## config.mk

```make
export PLATFORM = sky130hd
export DESIGN_NAME = fmrc_queue
export DESIGN_NICKNAME = d
export VERILOG_FILES = /design/src/rtl/core/fmrc_pkg.sv /design/src/rtl/core/fmrc_queue.sv
export SDC_FILE = /design/constraint.sdc
export NUM_CORES = 1
export LEC_CHECK = 0
export ABC_AREA = 1
export BUFFER_PORTS_ARGS = -buffer_cell sky130_fd_sc_hd__buf_2
export CORE_ASPECT_RATIO = 1.5
export CORE_MARGIN = 1.5
export CORE_UTILIZATION = 25
export CTS_BUF_LIST = sky130_fd_sc_hd__clkbuf_4 sky130_fd_sc_hd__clkbuf_8
export DETAILED_ROUTE_END_ITERATION = 10
export HOLD_SLACK_MARGIN = 0.12
export SKIP_LAST_GASP = 1
export SYNTH_ARGS = -nofsm -noshare
export SYNTH_HDL_FRONTEND = slang
export SYNTH_SLANG_ARGS = --single-unit
```

## constraint.sdc

```tcl
create_clock -name clk -period 8.52 [get_ports clk]
set_input_delay 1.704 -clock clk [delete_from_list [all_inputs] [get_ports clk]]
set_output_delay 1.704 -clock clk [all_outputs]
set_load 0.02 [all_outputs]
```

## src/rtl/core/fmrc_pkg.sv

```systemverilog
// ----------------------------------------------------------------------------
// fmrc_pkg
// Types and fixed constants shared by the first-match rule classifier:
// rule word layouts, item command record, queue status and sequencer states.
// ----------------------------------------------------------------------------
package fmrc_pkg;

	// stored rule word widths
	localparam int SHAPE_W      = 40;
	localparam int TYPE_W       = 36;
	localparam int ARG_W        = 64;
	localparam int COUNT_W      = 5;

	// rule words are zero-extended to this width before set entries are picked,
	// so entries lying past the stored word read as zero
	localparam int SET_EXT_W    = 68;

	// shape word layout
	localparam int REQ_LO       = 0;
	localparam int REQ_W        = 8;
	localparam int STRICT_BIT   = 8;
	localparam int S0_CNT_LO    = 9;
	localparam int SET_CNT_W    = 3;
	localparam int S0_BASE      = 12;
	localparam int S0_EW        = 7;

	// dtype word layout
	localparam int DT_CNT_LO    = 0;
	localparam int HAS_ARG_BIT  = 3;
	localparam int DT_BASE      = 4;
	localparam int DT_EW        = 8;

	// slot number field, sized for the largest table (256 opcodes x 64 rules)
	localparam int SLOT_FIELD_W = 14;

	// queue between front and back
	localparam int QUEUE_DEPTH  = 2;
	localparam int QPTR_W       = 1;
	localparam int QLVL_W       = 2;

	typedef enum logic {
		OP_CLASSIFY = 1'b0,
		OP_WRITE    = 1'b1
	} op_e;

	typedef enum logic [1:0] {
		WSEL_SHAPE = 2'd0,
		WSEL_TYPE  = 2'd1,
		WSEL_ARG   = 2'd2,
		WSEL_COUNT = 2'd3
	} word_sel_e;

	typedef enum logic [1:0] {
		BK_IDLE,
		BK_COUNT,
		BK_SCAN,
		BK_RESULT
	} back_state_e;

	// decoded item, one queue entry
	typedef struct packed {
		logic                    is_wr;
		word_sel_e               sel;
		logic                    in_range;
		logic [SLOT_FIELD_W-1:0] slot;
		logic [7:0]              op_idx;
		logic [7:0]              src_count;
		logic [6:0]              src0_op;
		logic [7:0]              dtype_code;
		logic                    arg_int;
		logic [63:0]             data;
	} cmd_t;

	typedef struct packed {
		logic full;
		logic empty;
	} q_status_t;

endpackage

```

## src/rtl/core/fmrc_queue.sv

```systemverilog
// ----------------------------------------------------------------------------
// fmrc_queue
// Two-entry command queue between the front stage and the back sequencer.
// ----------------------------------------------------------------------------
module fmrc_queue (
	input  logic                clk,
	input  logic                arst_n,
	input  logic                push,
	input  fmrc_pkg::cmd_t      push_cmd,
	input  logic                pop,
	output fmrc_pkg::cmd_t      head,
	output fmrc_pkg::q_status_t stat
);
	import fmrc_pkg::*;

	cmd_t              entry_q [QUEUE_DEPTH];
	logic [QPTR_W-1:0] wr_ptr_q;
	logic [QPTR_W-1:0] rd_ptr_q;
	logic [QLVL_W-1:0] level_q;
	logic              do_push;
	logic              do_pop;

	assign stat.full  = (32'(level_q) == QUEUE_DEPTH);
	assign stat.empty = (level_q == '0);
	assign do_push    = push && !stat.full;
	assign do_pop     = pop && !stat.empty;
	assign head       = entry_q[rd_ptr_q];

	// pointers and fill level
	always_ff @(posedge clk or negedge arst_n) begin
		if (!arst_n) begin
			wr_ptr_q <= '0;
			rd_ptr_q <= '0;
			level_q  <= '0;
		end else begin
			if (do_push) begin
				wr_ptr_q <= wr_ptr_q + 1'b1;
			end
			if (do_pop) begin
				rd_ptr_q <= rd_ptr_q + 1'b1;
			end
			if (do_push && !do_pop) begin
				level_q <= level_q + 1'b1;
			end else if (do_pop && !do_push) begin
				level_q <= level_q - 1'b1;
			end
		end
	end

	// entry storage
	always_ff @(posedge clk) begin
		if (do_push) begin
			entry_q[wr_ptr_q] <= push_cmd;
		end
	end

endmodule

```

==> impl_results.md <==
- Max-slew headroom: 41.8%
- Initial antenna violation count: 10
- Clk slew on worst S/H paths: 60 ps
- # rows: 82
- Synth Flop Type: edfxtp_1
- Unique masters post-synth: 15
- Async SR Flop Fraction: 1.72%
- Chip height: 229 µm
- GR peak layer: met2
- Fmax: 219 MHz
- Final ANT Viol Nets: 0
- GR Layer Usage met3: 3.97%
- Ys Warns: 0
- CP Capture Type: output port
- Chip Width: 154 µm
- Final worst path period need: 4570 ps
- WS Path Type: reg -> out
- Fraction of layout cells with a size suffix above 1: 32.9%
- Most common cell in the netlist: nand2_1
- Crit start category: flip-flop
- CTS tree: built
- Peak supply drop: 222 µV
- Slew Limit Fails: 0
- Max cap viols: 0
- Vias in the first global route: 5271
- Cells after synthesis: 627
- Post-CTS setup buffers: 0
- DP HPWL: 12600 µm
- RSZ-0062 raised after global routing: false
- Io pins: 234
- Final setup fails: 0
- Net Count, Synth: 746
- Clock buffer depth: 3
- Most instantiated cells after synthesis: nand2_1 (351), edfxtp_1 (228), buf_2 (16)
- Mapped Area: 8540 µm²
- Hold-fix buffers, CTS: 0
- Largest net degree at the start of global routing: 64
- Vias per cell: 4.09
- Count of flip-flops with a built-in enable after synthesis: 228
- Setup WS pre-CTS: 4410 ps
- TNS Setup: 0 ps
- Finished Cell Area: 10900 µm²
- Die ar.: 35300 µm²
- Final worst setup slack: 3950 ps
- Final GP Congestion: 0.740
- Vias: 5401
- Seq/Total Area, Yosys: 81.4%
- Met2 usage: 18.4%
- Hold Crit Class: reg -> reg
- H-tree depth: 2
- Clock skew: 12.8 ps
- Top cell type's share of synthesized area: 80.2%
- Syn_area_per_cell: 13.6 µm²
- Wirelength per Cell: 14.3 µm
- CTS root buf: clkbuf_8
- Post-layout nets: 996
- First-pass GRT wire length: 27800 µm
- Critical path fanouts, max: 63
- Fin crit share: 53.6%
- Worst slew pin tran: 873 ps
- Crit path DAT: 2870 ps
- PD cells: 364 nW/µm²
- Worst skew pair latency: 520 ps
- TritonCTS Sinks: 232
- Post-route DRC: 0
- PortBufs: 233
- Total congestion overflow: 0
- Placed cell area: 10100 µm²
- Final hold viol count: 0
- Met1 usage: 10.4%
- Total power: 3.96 mW
- Area leader, netlist: edfxtp_1
- Routed Wire Length: 18900 µm
- Starting density of the core: 25.4%
- Top cells by area, synth: edfxtp_1 (80%), nand2_1 (15%), dfrtp_1 (1.2%)
- Area growth from synthesis to layout: 27.3%
- Drt first-iter violations: 277
- Core area: 33500 µm²
- CP required: 6820 ps
- Outcome: completed
- Detailed Routing Iterations Pass 1: 4
- Count of state elements after synthesis: 232
- Leakage: 4.61 nW
- GRT Total Usage: 10.5%
- CTS Buf Count: 35
- CTS resizes: 0
[metrics by stage]
stage	instances	hold slack [ps]	util, %
finish	1322	502	32.4
global route	1321	535	32.4
CTS	1317	507	32.4
detailed placement	1260	488	30.1
global placement	1260	465	30.1
floorplan	627	449	-
[flip-flops by register name (all words and copies together) (netlist names)]
name      count
wr_ptr_q      1
entry_q     228
level_q       2
rd_ptr_q      1
[final timing paths]
kind,startpoint,end,slack (ps),depth (start not counted)
min in group asynchronous,arst_n,level_q[0]$_DFFE_PN0P_,980,1
min reg2reg,wr_ptr_q$_DFFE_PN0P_,wr_ptr_q$_DFFE_PN0P_,500,2
max,rd_ptr_q$_DFFE_PN0P_,head[56],3950,5
max reg2reg,level_q[0]$_DFFE_PN0P_,entry_q[1][113]$_DFFE_PP_,5900,4
max in group asynchronous,arst_n,rd_ptr_q$_DFFE_PN0P_,7400,1
min,wr_ptr_q$_DFFE_PN0P_,wr_ptr_q$_DFFE_PN0P_,500,2
[cell usage in the layout (no fill, tap or decap), types with 2 or more instances in the layout]
| master | instances |
|---|---|
| inv_4 | 2 |
| nand2_1 | 351 |
| o21ai_0 | 2 |
| clkbuf_8 | 40 |
| buf_2 | 233 |
| nor2_1 | 3 |
| diode_2 | 5 |
| clkinv_1 | 4 |
| bufinv_16 | 4 |
| inv_1 | 6 |
| buf_4 | 5 |
| clkbuf_4 | 7 |
| dfrtp_1 | 3 |
| edfxtp_1 | 228 |
[cells by family (layout without fill, tap and decap cells)]
logic type	count (synthesis)	after routing	share of synthesized area (%)
buffers and inverters	33	303	2.42
AO/OA/AOI/OAI	2	2	0.117
XOR/XNOR	1	1	0.103
adder cells (fa/ha/maj)	1	1	0.147
AND/OR/NAND/NOR	358	358	15.8
other	0	5	0
flip-flops	232	232	81.4
[power breakdown]
part | leakage (nW) | switching, mW | internal [mW] | total [mW]
sequential | 2.17 | 0.0989 | 1.56 | 1.66
clock | 0.387 | 0.397 | 0.578 | 0.975
combinational | 2.06 | 0.964 | 0.358 | 1.32
total | 4.61 | 1.46 | 2.50 | 3.96
[worst max-delay path: stages (launching register included)]
cell and delay, ps:
dfrtp_4 710, inv_4 530, buf_4 650, nand2_1 110, nand2_1 110, buf_2 170
[metal layers]
metal / part of all wire, % / wire [µm] / up-vias
met4: 3.9 / 740 / 8
met1: 36 / 6830 / 2535
li1: - / - / 2619
met2: 52 / 9830 / 188
met5: 0.23 / 44 / -
met3: 7.9 / 1500 / 51
[cell type report]
type | count | area (µm²)
Antenna cell | 5 | 12.5
Inverter | 8 | 35.0
Sequential cell | 232 | 6950
Multi-Input combinational cell | 362 | 1390
Fill cell | 3316 | 22700
Clock buffer | 47 | 603
Tap cell | 420 | 526
Timing Repair Buffer | 238 | 1200
Clock inverter | 10 | 148
(Power assumes the default switching activity.)
