## config.mk

```make
export PLATFORM = sky130hd
export DESIGN_NAME = fmrc_front
export DESIGN_NICKNAME = d
export VERILOG_FILES = /design/src/rtl/core/fmrc_pkg.sv /design/src/rtl/core/fmrc_front.sv
export SDC_FILE = /design/constraint.sdc
export NUM_CORES = 1
export LEC_CHECK = 0
export ABC_AREA = 1
export BUFFER_PORTS_ARGS = -buffer_cell sky130_fd_sc_hd__buf_2
export CAP_MARGIN = 20
export CORE_AREA = 2 2 115 117
export CTS_BUF_LIST = sky130_fd_sc_hd__clkbuf_4 sky130_fd_sc_hd__clkbuf_8 sky130_fd_sc_hd__clkbuf_16
export DETAILED_ROUTE_END_ITERATION = 7
export DIE_AREA = 0 0 117 119
export MAX_ROUTING_LAYER = met4
export PLACE_DENSITY = 0.68
export SLEW_MARGIN = 0
export SYNTH_ARGS = -nofsm -noshare
export SYNTH_HDL_FRONTEND = slang
export SYNTH_SLANG_ARGS = --single-unit
```

## constraint.sdc

```tcl
create_clock -name clk -period 7 [get_ports clk]
set_input_delay 0.7 -clock clk [delete_from_list [all_inputs] [get_ports clk]]
set_output_delay 0.7 -clock clk [all_outputs]
set_load 0.05 [all_outputs]
```

## src/rtl/core/fmrc_pkg.sv

```systemverilog
// ----------------------------------------------------------------------------
// fmrc_pkg
// Types and fixed constants shared by the first-match rule classifier:
// rule word layouts, item command record, queue status and sequencer states.
// ----------------------------------------------------------------------------
package fmrc_pkg;

	// stored rule word widths
	localparam int SHAPE_W      = 40;
	localparam int TYPE_W       = 36;
	localparam int ARG_W        = 64;
	localparam int COUNT_W      = 5;

	// rule words are zero-extended to this width before set entries are picked,
	// so entries lying past the stored word read as zero
	localparam int SET_EXT_W    = 68;

	// shape word layout
	localparam int REQ_LO       = 0;
	localparam int REQ_W        = 8;
	localparam int STRICT_BIT   = 8;
	localparam int S0_CNT_LO    = 9;
	localparam int SET_CNT_W    = 3;
	localparam int S0_BASE      = 12;
	localparam int S0_EW        = 7;

	// dtype word layout
	localparam int DT_CNT_LO    = 0;
	localparam int HAS_ARG_BIT  = 3;
	localparam int DT_BASE      = 4;
	localparam int DT_EW        = 8;

	// slot number field, sized for the largest table (256 opcodes x 64 rules)
	localparam int SLOT_FIELD_W = 14;

	// queue between front and back
	localparam int QUEUE_DEPTH  = 2;
	localparam int QPTR_W       = 1;
	localparam int QLVL_W       = 2;

	typedef enum logic {
		OP_CLASSIFY = 1'b0,
		OP_WRITE    = 1'b1
	} op_e;

	typedef enum logic [1:0] {
		WSEL_SHAPE = 2'd0,
		WSEL_TYPE  = 2'd1,
		WSEL_ARG   = 2'd2,
		WSEL_COUNT = 2'd3
	} word_sel_e;

	typedef enum logic [1:0] {
		BK_IDLE,
		BK_COUNT,
		BK_SCAN,
		BK_RESULT
	} back_state_e;

	// decoded item, one queue entry
	typedef struct packed {
		logic                    is_wr;
		word_sel_e               sel;
		logic                    in_range;
		logic [SLOT_FIELD_W-1:0] slot;
		logic [7:0]              op_idx;
		logic [7:0]              src_count;
		logic [6:0]              src0_op;
		logic [7:0]              dtype_code;
		logic                    arg_int;
		logic [63:0]             data;
	} cmd_t;

	typedef struct packed {
		logic full;
		logic empty;
	} q_status_t;

endpackage

```

## src/rtl/core/fmrc_front.sv

```systemverilog
// ----------------------------------------------------------------------------
// fmrc_front
// Input stage: takes an item, decodes write or classify, checks address range,
// computes the table slot and registers the command toward the queue.
// ----------------------------------------------------------------------------
module fmrc_front #(
	parameter int OP_CODES     = 128,
	parameter int RULES_PER_OP = 16
) (
	input  logic                clk,
	input  logic                arst_n,
	input  logic                item_valid,
	output logic                item_stall,
	input  logic                op,
	input  logic [6:0]          node_op,
	input  logic [7:0]          src_count,
	input  logic [6:0]          src0_op,
	input  logic [7:0]          dtype_code,
	input  logic                arg_int,
	input  logic signed [63:0]  arg_value,
	input  logic [10:0]         rule_addr,
	input  logic [1:0]          word_sel,
	input  logic [63:0]         word_data,
	input  fmrc_pkg::q_status_t q_stat,
	output logic                q_push,
	output fmrc_pkg::cmd_t      q_cmd
);
	import fmrc_pkg::*;

	localparam int SLOTS = OP_CODES * RULES_PER_OP;

	logic      valid_s1;
	cmd_t      cmd_s1;
	cmd_t      dec;
	logic      is_wr;
	word_sel_e sel;

	// decode
	always_comb begin
		is_wr = (op == OP_WRITE);
		sel   = word_sel_e'(word_sel);
		dec.is_wr = is_wr;
		dec.sel   = sel;
		if (is_wr) begin
			if (sel == WSEL_COUNT) begin
				dec.in_range = (32'(rule_addr) < 32'(OP_CODES));
			end else begin
				dec.in_range = (32'(rule_addr) < 32'(SLOTS));
			end
			dec.slot   = SLOT_FIELD_W'(rule_addr);
			dec.op_idx = rule_addr[7:0];
			dec.data   = word_data;
		end else begin
			dec.in_range = (32'(node_op) < 32'(OP_CODES));
			dec.slot     = SLOT_FIELD_W'(32'(node_op) * 32'(RULES_PER_OP));
			dec.op_idx   = {1'b0, node_op};
			dec.data     = $unsigned(arg_value);
		end
		dec.src_count  = src_count;
		dec.src0_op    = src0_op;
		dec.dtype_code = dtype_code;
		dec.arg_int    = arg_int;
	end

	// stage register holds while the queue is full
	assign item_stall = valid_s1 && q_stat.full;
	assign q_push     = valid_s1 && !q_stat.full;
	assign q_cmd      = cmd_s1;

	always_ff @(posedge clk or negedge arst_n) begin
		if (!arst_n) begin
			valid_s1 <= 1'b0;
		end else if (!item_stall) begin
			valid_s1 <= item_valid;
		end
	end

	always_ff @(posedge clk) begin
		if (!item_stall && item_valid) begin
			cmd_s1 <= dec;
		end
	end

endmodule

```

==> flow_summary.yaml <==
power:
  p_comb_share_pct: 19.0
  p_int_mw: 1.14
  seq_power_share_pct: 49.9
  leakagePower_nw: 3.13
  peakVddDrop_uv: 99.9
  swShare_pct: 28.7
  clockPowerShare_pct: 31.1
  switchingPower_mw: 0.459
  p_per_area_mw_per_mm2: 255
worst_hold_path:
  hold_class: "in2async"
sta:
  fin_crit_sh_pct: 33.6
  setup_viol: 0
  max_clock_freq_mhz: 425
  hold_violations: 0
  rsz0062_at_grt: "no"
  skew_ns: 0.00707
  maxSlewViolCount: 0
  slew_headroom_pct: 46.1
  setup_tns_ns: 0
  tightest_slew_ns: 0.809
  min_period_ns: 2.35
placement:
  dpl.hpwl_mm: 8.15
  finalWeightedCongestion: 0.799
  port_buffers: 289
  post_dp_cell_area_mm2: 0.00599
global_route:
  grt_pass1_wl_mm: 15.7
  overflow: 0
  grt_use_total_pct: 15.3
  grt_max_degree: 86
  antenna_found_initial: 0
  grt_pass1_vias: 3293
floorplanning:
  die_w_um: 117
  core_area_mm2: 0.0129
  die_area_mm2: 0.0139
  fp.dieH_um: 119
  rows: 42
  start_util_pct: 34.3
  pin_count: 294
synthesis:
  syn_inst: 375
  synth_seq_cells: 112
  synth.area.top_cells: "edfxtp_1 (75%), nand2_1 (18%), buf_4 (2.0%), inv_1 (1.0%), o21ai_0 (0.91%)"
  netlist_area_mm2: 0.00442
  yosysWarnings: 0
  syn_area_per_cell_um2: 11.8
  yosysTopAreaCellShare_pct: 75.4
  seq_area_frac_synth_pct: 76.0
  yosysTopAreaCell: "edfxtp_1"
  synth_cell_type_count: 12
layout:
  areaGrowthSynthToFinish_pct: 42.5
  fill_cells: 1182
  multi_input_area_um2: 892
  final_area_mm2: 0.00629
  layout_common_cells: "buf_2 (289), nand2_1 (217), edfxtp_1 (111), inv_1 (12), clkbuf_16 (9)"
  num-nets-final: 840
  antenna_cells: 0
  drive_above_1_share_pct: 46.3
  area.sequential_mm2: 0.00336
  final_common_cell: "buf_2"
worst_setup_path:
  cp.arrival_ns: 2.33
  crit_type: "in2reg"
  critPathLaunchType: "primary input"
  endpoint_kind: "flop"
  required_ns: 6.97
  crit_fanout: 60
clock_tree:
  clockBufferDepth: 2
  postCtsSetupRepairBufs: 0
  numCtsBuffers: 9
  cts_root_buf: "clkbuf_16"
  ctsHoldBuffers: 0
  htreeDepth: 3
  clk_latency_ns: 0.34
  clk_pin_slew_ns: 0.07
  ctsResizeCount: 0
  cts_sinks: 112
  cts_tree: "built"
routing:
  wl_met3_um: 991
  routed.top_layer: "met4"
  drt_iter0_markers: 184
  wl_met1_mm: 4.30
  wl_per_cell_um: 13.0
  drt-pass1-iter-count: 4
  via_per_inst: 4.32
  drc: 0
  vias: 3639
  wl_met2_mm: 5.63
  wirelength_mm: 11.0
  postRouteAntennaNets: 0
outcome:
  status: "completed"
job:
  cap_viol_max_count: 0
==> state kept, by name (all words and copies together), names as in the netlist <==
| name | cells |
|---|---|
| q_cmd | 111 |
| valid_s1 | 1 |
==> cell usage after synthesis (all sizes together) <==
cell    count
conb        1
buf        16
nand2     217
clkbuf      3
edfxtp    111
dfrtp       1
inv        13
nor2        5
o21ai       8
==> power by group through the flow <==
stage          clock network, mW  registers, mW  logic (mW)
6_report                   0.498          0.799       0.305
5_1_grt                    0.541          0.803       0.326
4_1_cts                    0.517          0.800       0.307
3_5_place_dp                   0          0.815       0.307
3_3_place_gp                   0          0.813       0.302
2_1_floorplan                  0          0.962      0.0650
==> cells by family (layout without fill, tap and decap cells) <==
kind of cell / Yosys count / count (layout) / synth area share, %
AOI/OAI and AO/OA: 8 / 8 / 0.906
and+or+nand+nor: 222 / 222 / 18.9
other: 1 / 3 / 0.0849
DFF: 112 / 112 / 76.0
buffers and inverters: 32 / 322 / 4.13
==> critical path: stages <==
cell	delay [ns]
buf_2	0.10
nand2_1	0.07
inv_1	0.07
nor2_4	0.07
buf_4	0.52
buf_4	0.71
==> final timing paths <==
path	end	from	depth (start not counted)	slack, ns
setup / recovery	q_cmd[104]	q_stat[1]	6	4.65
hold / removal	valid_s1	arst_n	1	0.11
setup reg to reg	q_cmd[104]	valid_s1	5	4.71
hold reg to reg	valid_s1	valid_s1	2	0.51
max in group asynchronous	valid_s1	arst_n	1	6.80
min in group clk	valid_s1	valid_s1	2	0.51
==> stage by stage <==
stage / instances / util [%] / total power [mW] / hold WS [ns] / worst slack [ns]
floorplan: 377 / - / 1.03 / 0.404 / 0.735
global placement: 826 / 46.5 / 1.12 / 0.474 / 4.25
detailed placement: 826 / 46.5 / 1.12 / 0.475 / 4.16
CTS: 842 / 48.7 / 1.62 / 0.0968 / 4.54
global route: 843 / 48.9 / 1.67 / 0.0910 / 4.50
finish: 843 / 48.9 / 1.60 / 0.114 / 4.65
==> layer usage <==
layer  GRT usage (%)  vias to the layer above
li1                -                     1795
met1            16.3                     1628
met2            26.9                      210
met3            4.68                        6
met4            4.71                        0
met5               -                        -
==> final cells by class <==
cell class | instances | area share, %
clock buffer | 9 | 3.58
inverter | 13 | 0.775
clock inverter | 7 | 0.974
multi-input combinational | 233 | 14.2
tap | 176 | 3.50
sequential | 112 | 53.3
timing repair buffer | 293 | 23.7
(Power assumes the default switching activity.)
